File: config.mk
export PLATFORM = sky130hd
export DESIGN_NAME = lsd_div
export DESIGN_NICKNAME = d
export VERILOG_FILES = /design/src/sv/lsd_pkg.sv /design/src/sv/lsd_div.sv
export SDC_FILE = /design/constraint.sdc
export NUM_CORES = 1
export LEC_CHECK = 0
export ABC_AREA = 0
export BUFFER_PORTS_ARGS = -buffer_cell sky130_fd_sc_hd__buf_2
export CORE_MARGIN = 2
export CORE_UTILIZATION = 40
export DETAILED_ROUTE_END_ITERATION = 6
export PLACE_DENSITY_LB_ADDON = 0.3
export SKIP_LAST_GASP = 1
export SYNTH_ARGS = -nofsm -noshare
export SYNTH_HDL_FRONTEND = slang
export SYNTH_SLANG_ARGS = --single-unit
File: constraint.sdc
create_clock -name clk -period 3 [get_ports clk]
set_clock_uncertainty 0.15 [all_clocks]
set_input_delay 0.45 -clock clk [delete_from_list [all_inputs] [get_ports clk]]
set_output_delay 0.45 -clock clk [all_outputs]
set_load 0.03 [all_outputs]
File: src/sv/lsd_pkg.sv
// package for the lsd radix sorter: sizes, entry and memory request types,
// controller states and the radix clamp; no dependencies
`default_nettype none
package lsd_pkg;

	localparam int MAX_ITEMS  = 64;
	localparam int VALUE_BITS = 16;
	localparam int MAX_RADIX  = 16;

	localparam int CFG_W   = 5;
	localparam int ADDR_W  = $clog2(MAX_ITEMS);
	localparam int CNT_W   = $clog2(MAX_ITEMS + 1);
	localparam int RADIX_W = $clog2(MAX_RADIX + 1);
	localparam int DIG_W   = $clog2(MAX_RADIX);
	localparam int DIVR_W  = VALUE_BITS + RADIX_W;

	localparam logic [CFG_W-1:0] RADIX_RESET = CFG_W'(10);

	// one stored entry: the value and what is left of it after the passes so far
	typedef struct packed {
		logic [VALUE_BITS-1:0] quot;
		logic [VALUE_BITS-1:0] val;
	} lsd_entry_t;

	// access to the three memories for one cycle
	typedef struct packed {
		logic              item_we;
		logic [ADDR_W-1:0] item_addr;
		lsd_entry_t        item_wdata;
		logic              dig_we;
		logic [DIG_W-1:0]  dig_wdata;
		logic              gath_we;
		logic [ADDR_W-1:0] gath_addr;
		lsd_entry_t        gath_wdata;
	} lsd_mem_req_t;

	typedef enum logic [3:0] {
		ST_LOAD,
		ST_CHECK,
		ST_CNT_RD,
		ST_CNT_DIV,
		ST_CNT_WAIT,
		ST_PREFIX,
		ST_DIST_RD,
		ST_DIST_WR,
		ST_COPY_RD,
		ST_COPY_WR,
		ST_OUT_RD,
		ST_OUT_SHOW
	} lsd_state_t;

	// clamp the register to the supported bases
	function automatic logic [RADIX_W-1:0] eff_radix(input logic [CFG_W-1:0] r);
		logic [RADIX_W-1:0] res;
		if (r < CFG_W'(2)) begin
			res = RADIX_W'(2);
		end else if (r > CFG_W'(MAX_RADIX)) begin
			res = RADIX_W'(MAX_RADIX);
		end else begin
			res = RADIX_W'(r);
		end
		return res;
	endfunction

endpackage
`default_nettype wire

File: src/sv/lsd_div.sv
// iterative restoring divider: value by radix, one quotient bit per cycle
// depends on lsd_pkg
`default_nettype none
module lsd_div (
	input  wire logic                           clk,
	input  wire logic                           arst_n,
	input  wire logic                           start,
	input  wire logic [lsd_pkg::VALUE_BITS-1:0] dividend,
	input  wire logic [lsd_pkg::RADIX_W-1:0]    divisor,
	output logic                                done,
	output logic [lsd_pkg::VALUE_BITS-1:0]      quot,
	output logic [lsd_pkg::DIG_W-1:0]           rem
);
	import lsd_pkg::*;

	localparam int STEP_W = $clog2(VALUE_BITS + 1);

	logic                   busy_q;
	logic [STEP_W-1:0]      step_q;
	logic [VALUE_BITS-1:0]  quot_q;
	logic [RADIX_W-1:0]     rem_q;
	logic [RADIX_W-1:0]     dvs_q;
	logic                   done_q;
	logic [RADIX_W:0]       rem_sh;
	logic                   fits;

	// shift in the next dividend bit and try a subtract
	assign rem_sh = {rem_q, quot_q[VALUE_BITS-1]};
	assign fits   = rem_sh >= {1'b0, dvs_q};

	always_ff @(posedge clk or negedge arst_n) begin
		if (!arst_n) begin
			busy_q <= 1'b0;
			done_q <= 1'b0;
			step_q <= '0;
		end else begin
			done_q <= 1'b0;
			if (start) begin
				busy_q <= 1'b1;
				step_q <= STEP_W'(VALUE_BITS);
			end else if (busy_q) begin
				step_q <= step_q - STEP_W'(1);
				if (step_q == STEP_W'(1)) begin
					busy_q <= 1'b0;
					done_q <= 1'b1;
				end
			end
		end
	end

	// datapath
	always_ff @(posedge clk) begin
		if (start) begin
			quot_q <= dividend;
			rem_q  <= '0;
			dvs_q  <= divisor;
		end else if (busy_q) begin
			quot_q <= {quot_q[VALUE_BITS-2:0], fits};
			rem_q  <= fits ? RADIX_W'(rem_sh - {1'b0, dvs_q}) : rem_sh[RADIX_W-1:0];
		end
	end

	assign done = done_q;
	assign quot = quot_q;
	assign rem  = rem_q[DIG_W-1:0];

	a_div_len: assert property (@(posedge clk) disable iff (!arst_n)
		start |=> busy_q) else $error("divider did not go busy");
	a_rem_lt: assert property (@(posedge clk) disable iff (!arst_n)
		done_q |-> rem_q < dvs_q) else $error("remainder not below radix");
	a_no_restart: assert property (@(posedge clk) disable iff (!arst_n)
		busy_q |-> !start) else $error("divider restarted while busy");
endmodule
`default_nettype wire

==> metrics.cfg, run 1 <==
[logic_synthesis]
synth_edf_count = 21
async_flop_share_pct = 21.2
yosysUniqueCellTypes = 42
synth-adder-area-share_pct = 6.44
syn_area_um2 = 1670
ys.flop_type = edfxtp_1
synth-compound-area-share_pct = 12.7
syn_avg_cell_area_um2 = 12.7
ys_warn_count = 0
synth-seq-cells = 33
synth_xor_area_share_pct = 2.62
syn_nets = 164
synth_top_family_by_area = compound AO/OA/AOI/OAI gates
syn_inst = 132
ys_seq_area_share_pct = 54.2
synth-simple-area-share_pct = 8.01
synth_mux_area_share_pct = 10.1

[layout]
layout-drive-gt1-share_pct = 40.4
area_delta_synth_final_pct = 19.8
n_antenna_cell = 0
fin_nets = 209
stdcell_area_um2 = 2000

[sta]
fin_tns_setup_ns = 0
setup_violations = 0
max_freq_mhz = 443
worst_pin_slew_ns = 0.613
slew_violations = 0
hold_viol_final = 0
maxSlewHeadroom_pct = 59.1
finalCritPeriodShare_pct = 75.3
rsz0062_at_grt = no
final.min_clock_period_ns = 2.26

[pwr]
power_density_nw_per_um2 = 838
internal_power_mw = 1.03
p_sw_share_pct = 38.7
p_seq_share_pct = 40.9
power.switching_uw = 650
clockPowerShare_pct = 19.0
p_leak_nw = 0.883
ir_drop_uv = 333
p_comb_share_pct = 40.2

[placed_design]
hpwl_mm = 2.39
gp_congestion = 0.936
dpl_cell_area_um2 = 1910
io_buffer_count = 44

[die]
dieArea_um2 = 4710
rows = 23
start_util_pct = 41.8
dieHeight_um = 68.6
io_pins = 45
core_um2 = 4000
die_width_um = 68.6

[cts]
clock_latency_ns = 0.29
cts_tree = yes
clkSlewWorstSetupHoldPaths_ns = 0.06
cts_setup_buffers = 0
cts_sinks = 33
htree_num_levels = 2
clock_tree.buffer_depth = 2
root_buffer = clkbuf_8
cts_made_buffers = 5

[detailed_routing]
ant_nets = 0
totalWireLength_mm = 3.29
drt_pass1_iterations = 4
vias_per_cell = 5.21
first_iter_violations = 42
drc = 0
num_vias = 1188
routedWlPerCell_um = 14.4

[worst_setup_path]
path_max_fanout = 6
worst-endpoint-required_ns = 3.02
start_kind = flop
cp.arrival_ns = 2.28
crit_type = reg -> reg
cp-end-kind = flop

[global_routing]
overflow = 0
grtUsageTotal_pct = 15.7
grt_max_degree = 33
grt_pass1_vias = 1220
grt_pass1_wl_mm = 5.38
antenna_found_initial = 0

[job]
max_cap_violations = 0

[run_status]
status = complete, no violations

[min_path]
min-delay-path-class = in -> reg

[state kept, by name, indices dropped and copies added, names as in the netlist]
| register | count |
|---|---|
| dvs_q | 5 |
| step_q | 5 |
| done | 1 |
| rem_q | 5 |
| quot | 16 |
| busy_q | 1 |
[stage by stage]
stage | setup WS, ns | power, mW | util [%] | std cells | hold WS [ns]
6_report | 0.741 | 1.68 | 50.0 | 228 | 0.188
5_1_grt | 0.645 | 1.79 | 50.0 | 228 | 0.176
4_1_cts | 0.735 | 1.69 | 50.0 | 228 | 0.181
3_5_place_dp | 0.753 | 1.36 | 47.8 | 219 | 0.142
3_3_place_gp | 0.822 | 1.34 | 47.8 | 219 | 0.139
2_1_floorplan | 0.681 | 1.22 | - | 132 | 0.00441
[cell type report]
class / instances / area (um^2)
Sequential cell: 33 / 906
Clock inverter: 1 / 3.75
Clock buffer: 7 / 76.3
Tap cell: 50 / 62.6
Inverter: 13 / 48.8
Multi-Input combinational cell: 78 / 667
Timing Repair Buffer: 46 / 238
Fill cell: 372 / 2000
[cell usage after synthesis, types with 2 or more instances]
master | number | area, um^2
edfxtp_1 | 21 | 631
mux2_2 | 15 | 169
inv_1 | 12 | 45.0
nor2_1 | 10 | 37.5
dfrtp_1 | 7 | 175
ha_1 | 7 | 87.6
a21oi_1 | 6 | 30.0
buf_4 | 5 | 37.5
dfxtp_1 | 5 | 100
nand2_1 | 3 | 11.3
nor3_1 | 3 | 15.0
xnor2_1 | 3 | 26.3
a311o_1 | 2 | 20.0
a311oi_1 | 2 | 17.5
nand2b_1 | 2 | 12.5
nand3_1 | 2 | 10.0
xor2_1 | 2 | 17.5
[worst max-delay path, stage by stage, from the launching register on]
cell       delay, ns
edfxtp_1        0.38
inv_1           0.10
ha_1            0.16
inv_1           0.05
fa_1            0.41
a211o_2         0.34
o211ai_2        0.14
a2111oi_2       0.13
a311o_1         0.29
[layer usage]
metal	share of wire, %	vias up	global-route usage, %
met5	0	-	0
met4	1.9	0	6.25
met3	7.2	8	6.49
met1	42	560	18.7
li1	-	570	-
met2	49	50	25.2
[cells in the final DEF, fill, tap and decap left out, types with 2 or more instances in the layout]
master    count
a311o_1       2
clkbuf_1      2
xnor2_1       3
clkbuf_8      5
mux2_2       15
xor2_1        2
inv_1        12
nand2_1       3
nand2b_1      2
buf_2        44
nor2_1       10
dfxtp_1       5
nand3_1       2
ha_1          7
nor3_1        3
a21oi_1       6
dfrtp_1       7
a311oi_1      2
edfxtp_1     21
[path summary, 6_finish.rpt]
| check | start | to | slack, ns | cells past startpoint |
|---|---|---|---|---|
| worst min-delay path | divisor[2] | dvs_q[2]$_DFFE_PP_ | 0.19 | 1 |
| max in group asynchronous | arst_n | step_q[1]$_DFFE_PN0P_ | 2.18 | 2 |
| worst max-delay path | quot[15]$_DFFE_PP_ | rem_q[3]$_SDFFE_PP0P_ | 0.74 | 8 |
| min in group asynchronous | arst_n | step_q[2]$_DFFE_PN0P_ | 0.37 | 2 |
| worst max register to register | quot[15]$_DFFE_PP_ | rem_q[3]$_SDFFE_PP0P_ | 0.74 | 8 |
| worst min register to register | rem_q[4]$_SDFFE_PP0P_ | rem_q[4]$_SDFFE_PP0P_ | 0.38 | 2 |
[kinds of logic after synthesis]
| family | Yosys count |
|---|---|
| flops | 33 |
| fa+ha+maj | 8 |
| buf+inv | 21 |
| mux | 15 |
| xor+xnor | 5 |
| compound gates | 24 |
| simple gates | 26 |
[power groups by stage]
stage	clock, mW	combinational, mW	sequential (mW)
6_report	0.318	0.674	0.685
5_1_grt	0.348	0.736	0.703
4_1_cts	0.328	0.674	0.686
3_5_place_dp	0	0.670	0.692
3_3_place_gp	0	0.649	0.694
2_1_floorplan	0	0.469	0.755
[timing repair]
action	CTS	global route
hold endpoints to repair	7	0
hold buffers	1	0
gates resized for setup	0	0
setup endpoints to repair	0	0
Power figures use the tool's default switching activity.
==> run 2, diff against run 1 <==
==> constraint.sdc (replaced) <==
create_clock -name clk -period 1.9 [get_ports clk]
set_clock_uncertainty 0.15 [all_clocks]
set_input_delay 0.285 -clock clk [delete_from_list [all_inputs] [get_ports clk]]
set_output_delay 0.285 -clock clk [all_outputs]
set_load 0.03 [all_outputs]
==> run 2 against run 1 <==
The run now ends with negative setup slack left. Hold slack lost 0.16 ns. Maximum frequency grew 4.4%. Register-to-register slack lost 1.0 ns. Cell count grew 4.8%. First-iteration DRC count grew 45%.
==> metrics.cfg, run 2 (synthesis gave the netlist of run 1 again) <==
[sta]
layout_setup_ws_ns = -0.263  ; was 0.741 ns
slew_violations = 0  ; unchanged
hold_slack_ns = 0.0292  ; was 0.188 ns
worst_pin_slew_ns = 0.536  ; was 0.613 ns
fin_tns_setup_ns = -1.29  ; was 0 ns
max_freq_mhz = 462  ; was 443 MHz
setup_violations = 6  ; was 0
maxSlewHeadroom_pct = 64.3  ; was 59.1%
hold_viol_final = 0  ; unchanged
finalCritPeriodShare_pct = 114  ; was 75.3%
rsz0062_at_grt = yes  ; was no
final.min_clock_period_ns = 2.16  ; was 2.26 ns

[die]
start_util_pct = 41.8  ; unchanged
core_um2 = 4000  ; unchanged
dieHeight_um = 68.6  ; unchanged
rows = 23  ; unchanged
die_width_um = 68.6  ; unchanged
dieArea_um2 = 4710  ; unchanged
io_pins = 45  ; unchanged

[layout]
finalCoreUtilization_pct = 55.7  ; was 50.0%
fin_nets = 220  ; was 209
layout-drive-gt1-share_pct = 50.8  ; was 40.4%
nFillCells = 344  ; was 372
n_antenna_cell = 0  ; unchanged
area_delta_synth_final_pct = 33.4  ; was 19.8%
stdcell_area_um2 = 2230  ; was 2000 um^2
final_cell_mix = 44 x buf_2, 21 x edfxtp_1, 15 x mux2_2  ; unchanged
seqCellArea_um2 = 906  ; unchanged
largest_reg_flops = 16  ; unchanged
final_common_cell = buf_2  ; unchanged
multi_input_area_um2 = 746  ; was 667 um^2

[detailed_routing]
ant_nets = 0  ; unchanged
routedWlPerCell_um = 15.0  ; was 14.4 um
vias_per_cell = 5.24  ; was 5.21
drc = 0  ; unchanged
num_vias = 1252  ; was 1188
first_iter_violations = 61  ; was 42
totalWireLength_mm = 3.59  ; was 3.29 mm
drt_pass1_iterations = 4  ; unchanged

[global_routing]
met1_usage_pct = 20.3  ; was 18.7%
grt_pass1_wl_mm = 5.93  ; was 5.38 mm
met2_usage_pct = 28.6  ; was 25.2%
grt_max_degree = 25  ; was 33
overflow = 0  ; unchanged
grt_pass1_vias = 1303  ; was 1220
antenna_found_initial = 0  ; unchanged
grtUsageTotal_pct = 17.6  ; was 15.7%
busiest_layer = met2  ; unchanged
met3_usage_pct = 5.84  ; was 6.49%

[cts]
cts_sinks = 33  ; unchanged
root_buffer = clkbuf_8  ; unchanged
clock_latency_ns = 0.29  ; about the same
clkSlewWorstSetupHoldPaths_ns = 0.07  ; was 0.06 ns
clock_tree.buffer_depth = 2  ; unchanged
htree_num_levels = 2  ; unchanged
cts_tree = yes  ; unchanged
cts_made_buffers = 5  ; unchanged

[run_status]
status = complete, but fails checks  ; was complete, no violations
violations = negative setup slack

[worst_setup_path]
reg2reg_depth = 8  ; unchanged
cp.arrival_ns = 2.19  ; was 2.28 ns
reg2reg_setup_slack_ns = -0.26  ; was 0.74 ns
crit_type = reg -> reg  ; unchanged
cp-end-kind = flop  ; unchanged
path_max_fanout = 5  ; was 6
r2r_start = quot[15]$_DFFE_PP_  ; unchanged
worst-endpoint-required_ns = 1.93  ; was 3.02 ns
rr_endpoint = rem_q[3]$_SDFFE_PP0P_  ; unchanged
critPathCapture = rem_q[3]$_SDFFE_PP0P_  ; unchanged
start_kind = flop  ; unchanged
crit_start = quot[15]$_DFFE_PP_  ; unchanged

[pwr]
ir_drop_uv = 614  ; was 333 uV
power_density_nw_per_um2 = 1430  ; was 838 nW/um^2
p_leak_nw = 0.971  ; was 0.883 nW
total_power_mw = 3.20  ; was 1.68 mW

[placed_design]
hpwl_mm = 2.58  ; was 2.39 mm
gp_congestion = 0.963  ; was 0.936
dpl_cell_area_um2 = 2010  ; was 1910 um^2
io_buffer_count = 44  ; unchanged

[job]
max_cap_violations = 0  ; unchanged

[min_path]
holdCritStartpoint = divisor[0]  ; was divisor[2]
min-delay-path-class = in -> reg  ; unchanged

[run 2: cell type report]
cell class                 count  share of cell area [%]
sequential                    33                    40.6
multi-input combinational     78                    33.4
timing repair buffer          57                    14.9
clock buffer                   5                    3.09
clock inverter                 3                    2.92
tap                           50                    2.81
inverter                      13                    2.19
[run 2: routing by layer]
metal	vias to the layer above	routed length, um
li1	595	-
met1	600	1420
met2	48	1870
met3	9	223
met4	0	82
met5	-	0
[run 2: worst min path at each step]
stage                            endpoint  slack, ns  depth (start not counted)
finish                 dvs_q[0]$_DFFE_PP_       0.03                          1
global route           dvs_q[4]$_DFFE_PP_       0.01                          1
CTS                    dvs_q[3]$_DFFE_PP_       0.02                          1
detailed placement  step_q[4]$_DFFE_PN0P_      -0.02                          1
global placement    step_q[4]$_DFFE_PN0P_      -0.03                          1
floorplan                busy_q$_DFF_PN0_      -0.16                          0
[run 2: critical path, stage by stage, from the launching register on]
cell and delay [ns]:
edfxtp_1 0.40, inv_2 0.10, ha_4 0.13, inv_2 0.03
fa_2 0.35, a211o_4 0.36, o211ai_4 0.13, a2111oi_4 0.12
a311o_1 0.28
[run 2: timing repair]
| item | 4_1_cts | 5_1_grt |
|---|---|---|
| hold endpoints to repair | 7 | 0 |
| resized for setup | 11 | 2 |
| hold buffers | 1 | 0 |
| pin swaps | 4 | 2 |
| endpoints found under the setup margin | 6 | 6 |
| setup buffers | 1 | 0 |
[run 2: where the power goes]
group	internal (mW)	switching, mW	leakage (nW)	total [mW]
Sequential	0.943	0.133	0.343	1.08
Clock	0.521	0.260	0.0681	0.781
Combinational	0.574	0.768	0.560	1.34
Total	2.04	1.16	0.971	3.20
[run 2: per-stage QoR]
step	instances	worst slack, ns
floorplan	132	-0.342
finish	239	-0.263
global placement	229	-0.233
detailed placement	229	-0.346
global route	239	-0.334
CTS	239	-0.267
